===== src/cppm_pkg.sv =====
// Shared types, codes and constants for the controller port packet master.
`timescale 1ns / 1ps

package cppm_pkg;

    // Default size of the request byte store.
    localparam int MAX_REQUEST_DEF = 8;
    // Cap on the response length register.
    localparam int MAX_RESPONSE    = 32;

    localparam int FuncW = 3;
    localparam int KindW = 2;
    localparam int ByteW = 8;
    localparam int LenW  = 6;
    localparam int DlyW  = 8;
    localparam int TmoW  = 10;
    localparam int CfgIdxW  = 3;
    localparam int CfgDataW = 10;

    // Input function codes.
    localparam logic [FuncW-1:0] FUNC_LOAD  = 3'd0;
    localparam logic [FuncW-1:0] FUNC_START = 3'd1;
    localparam logic [FuncW-1:0] FUNC_RXBYTE = 3'd2;
    localparam logic [FuncW-1:0] FUNC_ACK   = 3'd3;
    localparam logic [FuncW-1:0] FUNC_TICK  = 3'd4;

    // Result kinds.
    localparam logic [KindW-1:0] KIND_TX   = 2'd0;
    localparam logic [KindW-1:0] KIND_RESP = 2'd1;
    localparam logic [KindW-1:0] KIND_DONE = 2'd2;

    // Configuration register indexes.
    localparam logic [CfgIdxW-1:0] REG_DEV_ADDR = 3'd0;
    localparam logic [CfgIdxW-1:0] REG_MAX_LEN  = 3'd1;
    localparam logic [CfgIdxW-1:0] REG_SEL_DLY  = 3'd2;
    localparam logic [CfgIdxW-1:0] REG_ACK_TMO  = 3'd3;
    localparam logic [CfgIdxW-1:0] REG_PORT_SEL = 3'd4;

    // Register reset values.
    localparam logic [ByteW-1:0] RST_DEV_ADDR = 8'h01;
    localparam logic [LenW-1:0]  RST_MAX_LEN  = 6'd8;
    localparam logic [DlyW-1:0]  RST_SEL_DLY  = 8'd60;
    localparam logic [TmoW-1:0]  RST_ACK_TMO  = 10'd120;

    typedef struct packed {
        logic [KindW-1:0] kind;
        logic [ByteW-1:0] byte_value;
        logic [LenW-1:0]  response_length;
        logic             chip_select;
        logic             selected_port;
    } t_result;

endpackage


===== src/cppm_out_buf.sv =====
// Two-entry result buffer: output register plus skid stage.
`timescale 1ns / 1ps

module cppm_out_buf
    import cppm_pkg::*;
(
    input  logic    i_clk,
    input  logic    i_rst_n,
    input  logic    i_push,
    input  t_result i_result,
    output logic    o_full,
    output logic    o_valid,
    input  logic    i_stall,
    output t_result o_result
);

    logic    r_out_valid;
    logic    r_skid_valid;
    t_result r_out;
    t_result r_skid;
    logic    take;

    assign take = r_out_valid && !i_stall;

    always_ff @(posedge i_clk) begin
        if (!i_rst_n) begin
            r_out_valid  <= 1'b0;
            r_skid_valid <= 1'b0;
        end else if (r_skid_valid) begin
            // skid full: no push can arrive, drain into the output register
            if (take) begin
                r_skid_valid <= 1'b0;
            end
        end else if (i_push) begin
            if (!r_out_valid || take) begin
                r_out_valid <= 1'b1;
            end else begin
                r_skid_valid <= 1'b1;
            end
        end else if (take) begin
            r_out_valid <= 1'b0;
        end
    end

    always_ff @(posedge i_clk) begin
        if (r_skid_valid) begin
            if (take) begin
                r_out <= r_skid;
            end
        end else if (i_push) begin
            if (!r_out_valid || take) begin
                r_out <= i_result;
            end else begin
                r_skid <= i_result;
            end
        end
    end

    assign o_full   = r_skid_valid;
    assign o_valid  = r_out_valid;
    assign o_result = r_out;

endmodule


===== src/controller_port_packet_master.sv =====
// Top level of the controller port packet master sequencer.
`timescale 1ns / 1ps
// Each result is registered in the output register, or the skid stage if that is stalled.
// Throughput: one item per cycle while o_stall is low, each a single registered state update.
// The two-entry result buffer raises o_stall only while both of its entries are held.
// Reset (i_rst_n low at a clock edge): sequencer idle, chip select released, counts and
// timer cleared, registers back to defaults; the request store keeps stale contents.

module controller_port_packet_master
    import cppm_pkg::*;
#(
    parameter int MAX_REQUEST = MAX_REQUEST_DEF
) (
    input  logic                i_clk,
    input  logic                i_rst_n,
    // item input channel
    input  logic                i_valid,
    output logic                o_stall,
    input  logic [FuncW-1:0]    i_func,
    input  logic [ByteW-1:0]    i_data,
    // result channel
    output logic                o_valid,
    input  logic                i_stall,
    output logic [KindW-1:0]    o_kind,
    output logic [ByteW-1:0]    o_byte_value,
    output logic [LenW-1:0]     o_response_length,
    output logic                o_chip_select,
    output logic                o_selected_port,
    // configuration write channel
    input  logic                i_cfg_valid,
    output logic                o_cfg_ready,
    input  logic [CfgIdxW-1:0]  i_cfg_index,
    input  logic [CfgDataW-1:0] i_cfg_data
);

    localparam int CntW = $clog2(MAX_REQUEST + 1);
    localparam int IdxW = (MAX_REQUEST > 1) ? $clog2(MAX_REQUEST) : 1;
    localparam int MaxRespClip = (MAX_RESPONSE > 63) ? 63 : MAX_RESPONSE;
    localparam logic [LenW-1:0] MaxRespW = LenW'(MaxRespClip);
    localparam logic [CntW-1:0] MaxReqW  = CntW'(MAX_REQUEST);

    typedef enum logic [2:0] {
        PH_IDLE,
        PH_SEL_WAIT,
        PH_ADDR_ACK,
        PH_XFER_RX,
        PH_XFER_ACK,
        PH_REL_WAIT
    } t_phase;

    // configuration registers
    logic [ByteW-1:0] r_dev_addr;
    logic [LenW-1:0]  r_max_len;
    logic [DlyW-1:0]  r_sel_dly;
    logic [TmoW-1:0]  r_ack_tmo;
    logic             r_port_sel;

    // sequencer state
    t_phase           r_phase,        n_phase;
    logic [CntW-1:0]  r_req_count,    n_req_count;
    logic [CntW-1:0]  r_send_index,   n_send_index;
    logic [LenW-1:0]  r_recv_count,   n_recv_count;
    logic [TmoW-1:0]  r_timer,        n_timer;
    logic             r_ack,          n_ack;
    logic             r_port,         n_port;
    logic             r_cs,           n_cs;

    logic [ByteW-1:0] r_req_store [MAX_REQUEST];

    logic             accept;
    logic             buf_full;
    logic             push;
    logic [1:0]       res_sel;       // which result this item makes, if any
    logic [ByteW-1:0] res_byte;
    logic [TmoW-1:0]  timer_inc;
    logic [TmoW-1:0]  sel_dly_ext;
    logic [LenW-1:0]  eff_max;
    logic             store_wr;
    t_result          result;
    t_result          out_result;

    localparam logic [1:0] RES_NONE = 2'd0;
    localparam logic [1:0] RES_TX   = 2'd1;
    localparam logic [1:0] RES_RESP = 2'd2;
    localparam logic [1:0] RES_DONE = 2'd3;

    assign accept      = i_valid && !buf_full;
    assign o_stall     = buf_full;
    assign o_cfg_ready = 1'b1;

    assign timer_inc   = r_timer + TmoW'(1);
    assign sel_dly_ext = TmoW'(r_sel_dly);
    assign eff_max     = (r_max_len > MaxRespW) ? MaxRespW : r_max_len;

    // Configuration writes; unknown indexes fall through.
    always_ff @(posedge i_clk) begin
        if (!i_rst_n) begin
            r_dev_addr <= RST_DEV_ADDR;
            r_max_len  <= RST_MAX_LEN;
            r_sel_dly  <= RST_SEL_DLY;
            r_ack_tmo  <= RST_ACK_TMO;
            r_port_sel <= 1'b0;
        end else if (i_cfg_valid) begin
            case (i_cfg_index)
                REG_DEV_ADDR: r_dev_addr <= i_cfg_data[ByteW-1:0];
                REG_MAX_LEN:  r_max_len  <= i_cfg_data[LenW-1:0];
                REG_SEL_DLY:  r_sel_dly  <= i_cfg_data[DlyW-1:0];
                REG_ACK_TMO:  r_ack_tmo  <= i_cfg_data[TmoW-1:0];
                REG_PORT_SEL: r_port_sel <= i_cfg_data[0];
                default: ;
            endcase
        end
    end

    // One pass over the item: next state and the result it makes.
    always_comb begin
        n_phase      = r_phase;
        n_req_count  = r_req_count;
        n_send_index = r_send_index;
        n_recv_count = r_recv_count;
        n_timer      = r_timer;
        n_ack        = r_ack;
        n_port       = r_port;
        n_cs         = r_cs;
        res_sel      = RES_NONE;
        res_byte     = '0;
        store_wr     = 1'b0;

        case (i_func)
            FUNC_LOAD: begin
                // fill the store while idle; drop loads beyond its depth
                if (r_phase == PH_IDLE && r_req_count < MaxReqW) begin
                    store_wr    = 1'b1;
                    n_req_count = r_req_count + CntW'(1);
                end
            end
            FUNC_START: begin
                if (r_phase == PH_IDLE) begin
                    n_port       = r_port_sel;
                    n_cs         = 1'b1;
                    n_ack        = 1'b0;
                    n_timer      = '0;
                    n_send_index = '0;
                    n_recv_count = '0;
                    n_phase      = PH_SEL_WAIT;
                end
            end
            FUNC_RXBYTE: begin
                // forward only an awaited byte; drop stray ones
                if (r_phase == PH_XFER_RX) begin
                    n_recv_count = r_recv_count + LenW'(1);
                    if (r_send_index < r_req_count) begin
                        n_send_index = r_send_index + CntW'(1);
                    end
                    n_timer  = '0;
                    n_phase  = PH_XFER_ACK;
                    res_sel  = RES_RESP;
                    res_byte = i_data;
                end
            end
            FUNC_ACK: begin
                if (r_phase != PH_IDLE) begin
                    n_ack = 1'b1;
                end
            end
            FUNC_TICK: begin
                case (r_phase)
                    PH_SEL_WAIT: begin
                        n_timer = timer_inc;
                        if (timer_inc >= sel_dly_ext) begin
                            n_timer  = '0;
                            n_phase  = PH_ADDR_ACK;
                            res_sel  = RES_TX;
                            res_byte = r_dev_addr;
                        end
                    end
                    PH_ADDR_ACK, PH_XFER_ACK: begin
                        if (r_ack) begin
                            // consume the latched acknowledge
                            n_ack   = 1'b0;
                            n_timer = '0;
                            if (r_recv_count >= eff_max) begin
                                n_phase = PH_REL_WAIT;
                            end else begin
                                n_phase = PH_XFER_RX;
                                res_sel = RES_TX;
                                if (r_send_index < r_req_count) begin
                                    res_byte = r_req_store[r_send_index[IdxW-1:0]];
                                end
                            end
                        end else begin
                            n_timer = timer_inc;
                            if (timer_inc >= r_ack_tmo) begin
                                n_timer = '0;
                                n_phase = PH_REL_WAIT;
                            end
                        end
                    end
                    PH_REL_WAIT: begin
                        n_timer = timer_inc;
                        if (timer_inc >= sel_dly_ext) begin
                            // release select and report; next packet needs a fresh load
                            n_timer      = '0;
                            n_cs         = 1'b0;
                            n_phase      = PH_IDLE;
                            n_req_count  = '0;
                            n_send_index = '0;
                            res_sel      = RES_DONE;
                        end
                    end
                    default: ;
                endcase
            end
            default: ;
        endcase
    end

    always_comb begin
        result.byte_value      = res_byte;
        result.chip_select     = n_cs;
        result.selected_port   = n_port;
        result.response_length = '0;
        case (res_sel)
            RES_RESP: result.kind = KIND_RESP;
            RES_DONE: begin
                result.kind            = KIND_DONE;
                result.response_length = r_recv_count;
            end
            default:  result.kind = KIND_TX;
        endcase
    end

    assign push = accept && (res_sel != RES_NONE);

    // Hold the sequencer state; advance only on an accepted item.
    always_ff @(posedge i_clk) begin
        if (!i_rst_n) begin
            r_phase      <= PH_IDLE;
            r_req_count  <= '0;
            r_send_index <= '0;
            r_recv_count <= '0;
            r_timer      <= '0;
            r_ack        <= 1'b0;
            r_port       <= 1'b0;
            r_cs         <= 1'b0;
        end else if (accept) begin
            r_phase      <= n_phase;
            r_req_count  <= n_req_count;
            r_send_index <= n_send_index;
            r_recv_count <= n_recv_count;
            r_timer      <= n_timer;
            r_ack        <= n_ack;
            r_port       <= n_port;
            r_cs         <= n_cs;
        end
    end

    // Request byte store: written at the fill count, read at the send index.
    always_ff @(posedge i_clk) begin
        if (accept && store_wr) begin
            r_req_store[r_req_count[IdxW-1:0]] <= i_data;
        end
    end

    cppm_out_buf u_out_buf (
        .i_clk    (i_clk),
        .i_rst_n  (i_rst_n),
        .i_push   (push),
        .i_result (result),
        .o_full   (buf_full),
        .o_valid  (o_valid),
        .i_stall  (i_stall),
        .o_result (out_result)
    );

    assign o_kind            = out_result.kind;
    assign o_byte_value      = out_result.byte_value;
    assign o_response_length = out_result.response_length;
    assign o_chip_select     = out_result.chip_select;
    assign o_selected_port   = out_result.selected_port;

endmodule


===== config.mk =====
export PLATFORM = sky130hd
export DESIGN_NAME = controller_port_packet_master
export DESIGN_NICKNAME = d
export VERILOG_FILES = /design/src/cppm_pkg.sv /design/src/cppm_out_buf.sv /design/src/controller_port_packet_master.sv
export SDC_FILE = /design/constraint.sdc
export NUM_CORES = 1
export LEC_CHECK = 0
export BUFFER_PORTS_ARGS = -buffer_cell sky130_fd_sc_hd__buf_4
export CAP_MARGIN = 20
export CORE_MARGIN = 2
export CORE_UTILIZATION = 55
export DETAILED_ROUTE_END_ITERATION = 10
export GPL_ROUTABILITY_DRIVEN = 0
export MAX_ROUTING_LAYER = met4
export PLACE_DENSITY_LB_ADDON = 0.08
export SLEW_MARGIN = 20
export SYNTH_ARGS = -nofsm -noshare
export SYNTH_HDL_FRONTEND = slang
export SYNTH_SLANG_ARGS = --single-unit

===== constraint.sdc =====
create_clock -name i_clk -period 3.7 [get_ports i_clk]
set_input_delay 0.37 -clock i_clk [delete_from_list [all_inputs] [get_ports i_clk]]
set_output_delay 0.37 -clock i_clk [all_outputs]
set_load 0.005 [all_outputs]

# Word-level counts from Yosys, hierarchy flattened
# Memory sizes are Yosys's and may differ from the RTL's. A register that Yosys moved wholly into a read port is not among the register bits.
# Index checks and enable logic that the tools add are counted.
[classes]
n_addsub = 4
order_cmp = 6
eq_ne = 30
mux = 71
bitwise_logic = 2
reduce_logical = 37
[op_table]
columns = ["op", "n"]
rows = [
  ["18-bit two-way mux", 4],
  ["10-bit two-way mux", 5],
  ["8-bit two-way mux", 5],
  ["8-bit one-hot mux with 2 select lines", 2],
  ["10-bit one-hot mux with 3 select lines", 1],
  ["3-bit two-way mux", 9],
  ["4-bit two-way mux", 6],
  ["6-bit two-way mux", 4],
  ["1-bit two-way mux", 22],
  ["10-bit one-hot mux with 2 select lines", 1],
  ["3-bit by 2-bit equality test with 1-bit output, second input constant", 6],
  ["3-bit one-hot mux with 3 select lines", 2],
  ["2-bit != test, second input constant", 8],
  ["5-bit AND reduction", 3],
  ["3-bit equality test, second input constant", 4],
  ["4-bit one-hot mux with 3 select lines", 1],
  ["6-bit one-hot mux with 2 select lines", 1],
  ["2-bit nonzero test", 6],
  ["10-bit by 1-bit adder with 10-bit output, second input constant", 1],
  ["10-bit >= comparator", 1],
  ["10-bit by 8-bit >= comparator with 1-bit output", 1],
  ["2-bit AND reduction", 5],
  ["3-bit by 1-bit equality test with 1-bit output, second input constant", 3],
  ["3-bit zero test", 3],
  ["other kinds (28)", 46],
]
[word_totals]
register_bits = 101
mem_bits_rw = 64
in_bits = 29
output_inout_bits = 21
word_cells = 176
mem_count = 1
[mem_list]
columns = ["memory", "words", "word_bits", "read_ports", "rd_ports_with_merged_regs", "wr", "line", "rtl"]
rows = [
  ["r_req_store", 8, 8, 1, 1, 1, "controller_port_packet_master.sv:68", "logic [ByteW-1:0] r_req_store [MAX_REQUEST];"],
]

# Logic depth before layout (Yosys ltp)
# Gate-level depths: netlist of run 1.
[logic_depth]
depth_word = 12
ltp_mapped = 14
ltp_nobuf = 14

# Modules after synthesis
# A second synthesis of run 1 with hierarchy kept.
[hier_totals]
cells_unflattened = 661
hier_area_um2 = 7802.5
[by_module_without_submodules]
columns = ["module", "n_inst", "cells_each", "area_each_um2", "seq_area_each_um2"]
rows = [
  ["controller_port_packet_master", 1, 592, 6318.6, 3243.1],
  ["cppm_out_buf", 1, 69, 1483.9, 1121.1],
]

# Worst setup path after synthesis of run 1
# Ideal clock, no wire load.
[synth_path]
path_kind = "flip-flop to flip-flop"
start = "register r_timer[0]"
end = "register u_out_buf.r_out (netlist bit u_out_buf.o_result[0]) (enable)"
setup_time_ns = 0.421
arrival_time_ns = 3.571
required_ns = 3.279
setup_slack_ns = -0.292
path_stages_with_launch = 15
synth_period_minus_slack_ns = 3.992
path_cell_list = "dfxtp_1 ha_1 inv_1 nor2_1 nand2_1 nand2_1 nand2_1 ha_1 and4_1 nand2_1 o221a_2 o21a_1 o211ai_1 nand2_1 a21boi_0"
[synth_between]
elab_chain_cells = 9
word_cells_on_any_way = 10
[synth_lines]
columns = ["item", "line", "rtl"]
rows = [
  ["start, declared", "controller_port_packet_master.sv:63", "logic [TmoW-1:0] r_timer, n_timer;"],
  ["start signal, assigned", "controller_port_packet_master.sv:251", "r_timer <= n_timer;"],
  ["10-bit by 1-bit adder with 10-bit output (*)", "controller_port_packet_master.sv:91", "assign timer_inc = r_timer + TmoW'(1);"],
  ["10-bit by 8-bit >= comparator with 1-bit output (*)", "controller_port_packet_master.sv:170, controller_port_packet_master.sv:201", ""],
  ["2-bit two-way mux / 1-bit two-way mux (equally long branches)", "controller_port_packet_master.sv:201, controller_port_packet_master.sv:170", ""],
  ["2-bit one-hot mux with 3 select lines (*)", "controller_port_packet_master.sv:167", "case (r_phase)"],
  ["2-bit one-hot mux with 2 select lines (*)", "controller_port_packet_master.sv:129", "case (i_func)"],
  ["2-bit nonzero test (*)", "controller_port_packet_master.sv:233", "assign push = accept && (res_sel != RES_NONE);"],
  ["1-bit logical AND (*)", "controller_port_packet_master.sv:233", ""],
  ["2-bit nonzero test (no source line) (*)", "n/a", ""],
  ["3-bit AND reduction (no source line) (*)", "n/a", ""],
  ["end signal, assigned", "cppm_out_buf.sv:48", "r_out <= r_skid;"],
  ["end signal, assigned", "cppm_out_buf.sv:52", "r_out <= i_result;"],
  ["end, declared", "cppm_out_buf.sv:19", "t_result r_out;"],
]
# Mark *: on every way between the ends. The rest lies on a longest branch, timed or not.
# A chain may end at the register's enable or synchronous reset.

# Final worst setup path of run 1
[layout_path]
start = "register r_timer[0]"
end = "register u_out_buf.r_out (netlist bit u_out_buf.o_result[8]) (enable)"
# Same word-level chain as after synthesis.

==> impl_metrics.env, run 1 <==
export IMPL_status="finished, final reports clean"
export IMPL_startpoint_type="flip-flop"
export IMPL_ir_worst_vdd_uv=300
export IMPL_fin_skew_ns=0.00813
export IMPL_post_cts_resized=0
export IMPL_most_common_layout_cells="edfxtp_1, nand2_1, dfxtp_1"
export IMPL_avgSynthCellArea_um2=11.5
export IMPL_grt_pass1_wl_um=27000
export IMPL_arrival_ns=3.47
export IMPL_die_x_um=123
export IMPL_wl_met2_um=8200
export IMPL_placed_area_um2=8410
export IMPL_io_pins=50
export IMPL_seqPwrFrac_pct=52.5
export IMPL_routed_via_density=5.79
export IMPL_p_leak_nw=3.34
export IMPL_place_inst=897
export IMPL_fill_cells=1095
export IMPL_overflow=0
export IMPL_drt_wirelength_per_cell_um=17.9
export IMPL_syn_cell_area_um2=7840
export IMPL_fmax_mhz=298
export IMPL_grt_usage_pct=24.5
export IMPL_crit_type="reg2reg"
export IMPL_dp_slack_ns=0.0483
export IMPL_cts_tree="built"
export IMPL_io_buffers=48
export IMPL_cap_violations=0
export IMPL_post_route_period_util_pct=90.7
export IMPL_ys_warn_count=0
export IMPL_fp_dieH_um=123
export IMPL_synth_edf_count=100
export IMPL_ys_types=59
export IMPL_drv_slew=0
export IMPL_maxUsedRoutingLayer="met4"
export IMPL_antenna_left=0
export IMPL_clk_latency_ns=0.43
export IMPL_setup_viol=0
export IMPL_min_path_type="in2reg"
export IMPL_ctsRootBufferMaster="clkbuf_16"
export IMPL_regArea_um2=4360
export IMPL_yosys_register_bits=168
export IMPL_syn_inst=684
export IMPL_drive_gt1_share_pct=18.8
export IMPL_post_route_drc_count=0
export IMPL_wirelength_met1_um=7300
export IMPL_insertedDiodeCount=0
export IMPL_rows=43
export IMPL_ys_seq_area_share_pct=55.7
export IMPL_total_power_mw=3.82
export IMPL_numCtsBuffers=17
export IMPL_p_sw_share_pct=21.7
export IMPL_synth_ff_type="edfxtp_1"
export IMPL_hold_viol_final=0
export IMPL_wirelength_um=16600
export IMPL_drt_iter0_markers=554
export IMPL_cp_end_kind="flip-flop"
export IMPL_syn2layout_area_growth_pct=14.7
export IMPL_crit_required_ns=3.81
export IMPL_die_area_um2=15200
export IMPL_ff2ff_setup_slack_ns=0.34
export IMPL_core_um2=13900
export IMPL_cts_max_level=4
export IMPL_p_per_area_nw_per_um2=425
export IMPL_cts_setup_buffers=0
export IMPL_async_flop_share_pct=0
export IMPL_maxSlewHeadroom_pct=29.2
export IMPL_fin_ws_ns=0.343
export IMPL_cts_num_sinks=168
export IMPL_p_switching_mw=0.829
export IMPL_p_clk_share_pct=43.1
export IMPL_worst_pin_slew_ns=1.06
export IMPL_finalInstanceArea_um2=8990
export IMPL_whs_path_depth=1
export IMPL_cts_max_path_buffers=2
export IMPL_multi_input_area_um2=3230
export IMPL_crit_path_max_fanout=18
export IMPL_dpl_hpwl_um=12000
export IMPL_layout_commonest_cell="edfxtp_1"
export IMPL_initial_utilization_pct=56.5
export IMPL_timing_final_crit_period_ns=3.36
export IMPL_clk_pin_slew_worst_paths_ns=0.06
export IMPL_final_cell_count_no_fill=929
export IMPL_p_int_mw=2.99
export IMPL_ctsHoldBuffers=0
export IMPL_grt_pass1_vias=5187
export IMPL_fin_nets=796
export IMPL_drt_first_pass_iters=5
export IMPL_vias=5376
export IMPL_syn_nets=744
export IMPL_rsz0062_at_grt="true"
export IMPL_combPwrFrac_pct=4.5
export IMPL_grt_max_degree=57
export IMPL_antenna_found_initial=0
export IMPL_dr_wl_met3_um=784
export IMPL_worstRegToRegCells=15
synth_stat cells (2+ instances only):
library cell / n / share of area, %
nand3_1: 19 / 1.2
a211oi_1: 5 / 0.48
nor3_1: 9 / 0.57
a21o_1: 6 / 0.57
xnor2_1: 5 / 0.56
clkbuf_1: 19 / 0.91
and2_1: 3 / 0.24
o211ai_1: 12 / 1.1
nand2_1: 99 / 4.7
dfxtp_1: 68 / 17
ha_1: 31 / 4.9
or3_4: 2 / 0.29
nor3b_1: 3 / 0.29
nand3b_1: 3 / 0.29
and3_1: 9 / 0.72
or3_1: 2 / 0.16
a21oi_1: 19 / 1.2
xor2_1: 6 / 0.67
buf_2: 8 / 0.51
nor2_1: 41 / 2.0
nor2b_1: 19 / 1.5
a31oi_1: 5 / 0.40
nand2b_1: 11 / 0.88
nor4_1: 2 / 0.16
mux2i_1: 17 / 2.2
o21ai_0: 21 / 1.3
a221o_1: 8 / 1.0
or2_2: 2 / 0.16
mux4_2: 16 / 4.6
nand4_1: 6 / 0.48
o22ai_1: 3 / 0.24
a21boi_0: 23 / 2.2
and3b_1: 2 / 0.22
o21a_1: 5 / 0.48
mux2_2: 17 / 2.4
edfxtp_1: 100 / 38
a22o_1: 3 / 0.34
nand4b_1: 3 / 0.34
inv_1: 32 / 1.5
layout make-up:
class / instances / area share (%)
multi-input combinational: 453 / 36.0
inverter: 33 / 1.38
sequential: 168 / 48.6
clock buffer: 23 / 5.43
timing repair buffer: 63 / 5.40
tap: 180 / 2.51
clock inverter: 9 / 0.738
critical path: stages (launching register included):
cell and delay, ns:
dfxtp_1 0.44, ha_1 0.24, inv_1 0.07, nor2_1 0.18, nand2_1 0.10, nand2_1 0.08, nand2_1 0.08, ha_1 0.30
and4_1 0.18, nand2_1 0.06, o221a_2 0.26, o21a_1 0.22, o211ai_1 0.26, nand2_1 0.14, a21boi_1 0.15, buf_4 0.28
logic make-up after synthesis:
group | after synthesis | synth area share [%]
XOR/XNOR | 11 | 1.23
AO/OA/AOI/OAI | 119 | 10.5
adder cells (fa/ha/maj) | 31 | 4.95
other | 1 | 0.0478
multiplexers | 50 | 9.21
buffers and inverters | 63 | 3.29
flip-flops | 168 | 55.7
AND/OR/NAND/NOR | 241 | 15.1
power groups by stage:
stage / combinational [mW] / sequential (mW) / clock (mW)
final: 0.171 / 2.00 / 1.64
after global routing: 0.190 / 2.00 / 1.73
after CTS: 0.169 / 2.00 / 1.67
after detailed placement: 0.169 / 2.04 / 0
after global placement: 0.163 / 2.04 / 0
after floorplan: 0.107 / 2.03 / 0
sequential cells by signal (all words and copies together) (netlist names), 6 cells and up, named ones only:
register and count:
r_req_store 64, u_out_buf.o_result 18, u_out_buf.r_skid 18, r_ack_tmo 10
r_timer 10, r_dev_addr 8, r_sel_dly 8, r_max_len 6
r_recv_count 6
worst paths after layout:
check | startpoint | to
hold reg to reg | r_ack_tmo[1] | r_ack_tmo[1]
setup reg to reg | r_timer[0] | u_out_buf.o_result[8]
setup / recovery | r_timer[0] | u_out_buf.o_result[8]
hold / removal | i_data[4] | r_req_store[0][4]
layer usage:
| layer | track usage, % | vias to the layer above |
|---|---|---|
| li1 | - | 2601 |
| met1 | 31.4 | 2596 |
| met2 | 38.8 | 147 |
| met3 | 4.52 | 32 |
| met4 | 9.30 | 0 |
| met5 | - | - |
stage by stage:
step,utilization [%],hold slack (ns),TNS (ns)
floorplan,-,0.441,0
global placement,60.6,0.456,0
detailed placement,60.6,0.458,0
CTS,64.6,0.178,0
global route,64.7,0.190,-0.00284
finish,64.7,0.197,0
Power figures use the tool's default switching activity.
==> inputs of run 2 (changes only) <==
Settings changed: PLACE_DENSITY from default to 0.79, PLACE_DENSITY_LB_ADDON 0.08 to default.
==> run 2 against run 1 <==
Net effect:
- first-iteration DRC count is 17% lower
- count of clock-buffer cells in the layout shrank 6
- register-to-register slack got worse by 0.05 ns
- critical path type unchanged
- global-route usage is 0.082 points higher
==> impl_metrics.env, run 2 (synthesis results as in run 1) <==
export IMPL_status="finished, final reports clean"
export IMPL_syn2layout_area_growth_pct=15.2
export IMPL_total_power_mw=4.02
export IMPL_crit_family="compound AO/OA/AOI/OAI gates"
export IMPL_drt_first_pass_iters=5
export IMPL_cts_setup_buffers=0
export IMPL_hold_viol_final=0
export IMPL_crit_required_ns=4.08
export IMPL_grt_usage_pct=24.5
export IMPL_largest_reg_flops=64
export IMPL_whs_path_depth=1
export IMPL_final_cell_count_no_fill=929
export IMPL_ff2ff_setup_slack_ns=0.29
export IMPL_antenna_found_initial=0
export IMPL_min_path_type="in2reg"
export IMPL_core_um2=13900
export IMPL_worst_pin_slew_ns=0.795
export IMPL_r2r_start="r_timer[3]"
export IMPL_crit_type="reg2reg"
export IMPL_insertedDiodeCount=0
export IMPL_timing_final_crit_period_ns=3.41
export IMPL_dpl_hpwl_um=12100
export IMPL_drt_iter0_markers=459
export IMPL_hp_start="i_data[7]"
export IMPL_min_to="r_req_store[0][7]"
export IMPL_rsz0062_at_grt="false"
export IMPL_grt_pass1_vias=5336
export IMPL_clk_latency_ns=0.43
export IMPL_regArea_um2=4360
export IMPL_cts_max_path_buffers=2
export IMPL_die_area_um2=15200
export IMPL_die_x_um=123
export IMPL_grt_pass1_wl_um=27500
export IMPL_crit_path_max_fanout=6
export IMPL_layout_commonest_cell="edfxtp_1"
export IMPL_drt_wirelength_per_cell_um=18.6
export IMPL_clk_pin_slew_worst_paths_ns=0.07
export IMPL_reg2reg_to="r_timer[5]"
export IMPL_setup_tns_ns=0
export IMPL_cts_tree="built"
export IMPL_p_leak_nw=3.37
export IMPL_initial_utilization_pct=56.5
export IMPL_cts_num_sinks=168
export IMPL_rows=43
export IMPL_startpoint_type="flip-flop"
export IMPL_arrival_ns=3.78
export IMPL_ctsRootBufferMaster="clkbuf_16"
export IMPL_fin_nets=796
export IMPL_fill_cells=1029
export IMPL_grt_max_degree=57
export IMPL_slowest_stage="a211oi_2"
export IMPL_setup_viol=0
export IMPL_cts_max_level=4
export IMPL_finalInstanceArea_um2=9030
export IMPL_cp_end_kind="flip-flop"
export IMPL_path_buf_inv=0
export IMPL_post_route_period_util_pct=92.1
export IMPL_fp_dieH_um=123
export IMPL_cap_violations=0
export IMPL_placed_area_um2=8400
export IMPL_routed_via_density=5.92
export IMPL_post_route_drc_count=0
export IMPL_maxSlewHeadroom_pct=46.9
export IMPL_wirelength_um=17300
export IMPL_antenna_left=0
export IMPL_io_buffers=48
export IMPL_critPathMaxStageDelay_ns=0.43
export IMPL_numCtsBuffers=17
export IMPL_worstRegToRegCells=13
export IMPL_overflow=0
export IMPL_drv_slew=0
export IMPL_p_per_area_nw_per_um2=445
export IMPL_io_pins=50
export IMPL_most_common_layout_cells="edfxtp_1, nand2_1, dfxtp_1"
export IMPL_place_inst=897
export IMPL_fmax_mhz=293
export IMPL_fin_skew_ns=0.00834
export IMPL_ctsHoldBuffers=0
export IMPL_multi_input_area_um2=3230
export IMPL_path_cells="nand3_1, nor2_1, nand3_1, nor3_1, xor2_1, ha_1, a211oi_1, o21ai_0, a211oi_2, nand2_1, a211oi_2, o21ai_0, nand2_1"
export IMPL_ir_worst_vdd_uv=287
export IMPL_drive_gt1_share_pct=19.0
export IMPL_vias=5503
[run 2: cell type report]
type	count	share of cell area (%)
multi-input combinational	453	35.8
inverter	33	1.37
clock buffer	17	4.71
timing repair buffer	63	5.24
sequential	168	48.3
clock inverter	15	2.08
tap	180	2.49
[run 2: power by group]
part	switching, mW	internal [mW]	leakage [nW]
Combinational	0.102	0.0709	1.59
Clock	0.771	1.08	0.299
Sequential	0.0144	1.99	1.48
[run 2: per-stage QoR]
step | setup slack, ns | hold slack, ns | util [%]
finish | 0.293 | 0.191 | 65.0
global route | 0.0213 | 0.188 | 65.0
CTS | 0.00209 | 0.183 | 64.9
detailed placement | 0.0211 | 0.458 | 60.5
global placement | 0.176 | 0.455 | 60.5
floorplan | 0.200 | 0.441 | -
[run 2: worst max path at each step]
| stage | start | slack [ns] | cells after the start | to |
|---|---|---|---|---|
| 3_3_place_gp | r_timer[2] | 0.18 | 13 | r_timer[5] |
| 5_1_grt | r_timer[0] | 0.02 | 13 | r_timer[6] |
| 6_report | r_timer[3] | 0.29 | 13 | r_timer[5] |
| 4_1_cts | r_timer[2] | 0.002 | 13 | r_timer[5] |
| 2_1_floorplan | r_timer[0] | 0.20 | 14 | u_out_buf.o_result[0] |
| 3_5_place_dp | r_timer[2] | 0.02 | 13 | r_timer[2] |
[run 2: timing repair]
action	in CTS	in global routing
endpoints found under the setup margin	0	24
resized for setup	0	3
endpoints found under the hold margin	0	0
[run 2: per-layer routing]
layer | global-route usage [%] | vias to the layer above | routed length [um]
met2 | 40.1 | 185 | 8730
met5 | - | - | 0
met1 | 30.9 | 2698 | 7390
met4 | 7.53 | 0 | 259
li1 | - | 2594 | -
met3 | 5.07 | 26 | 937
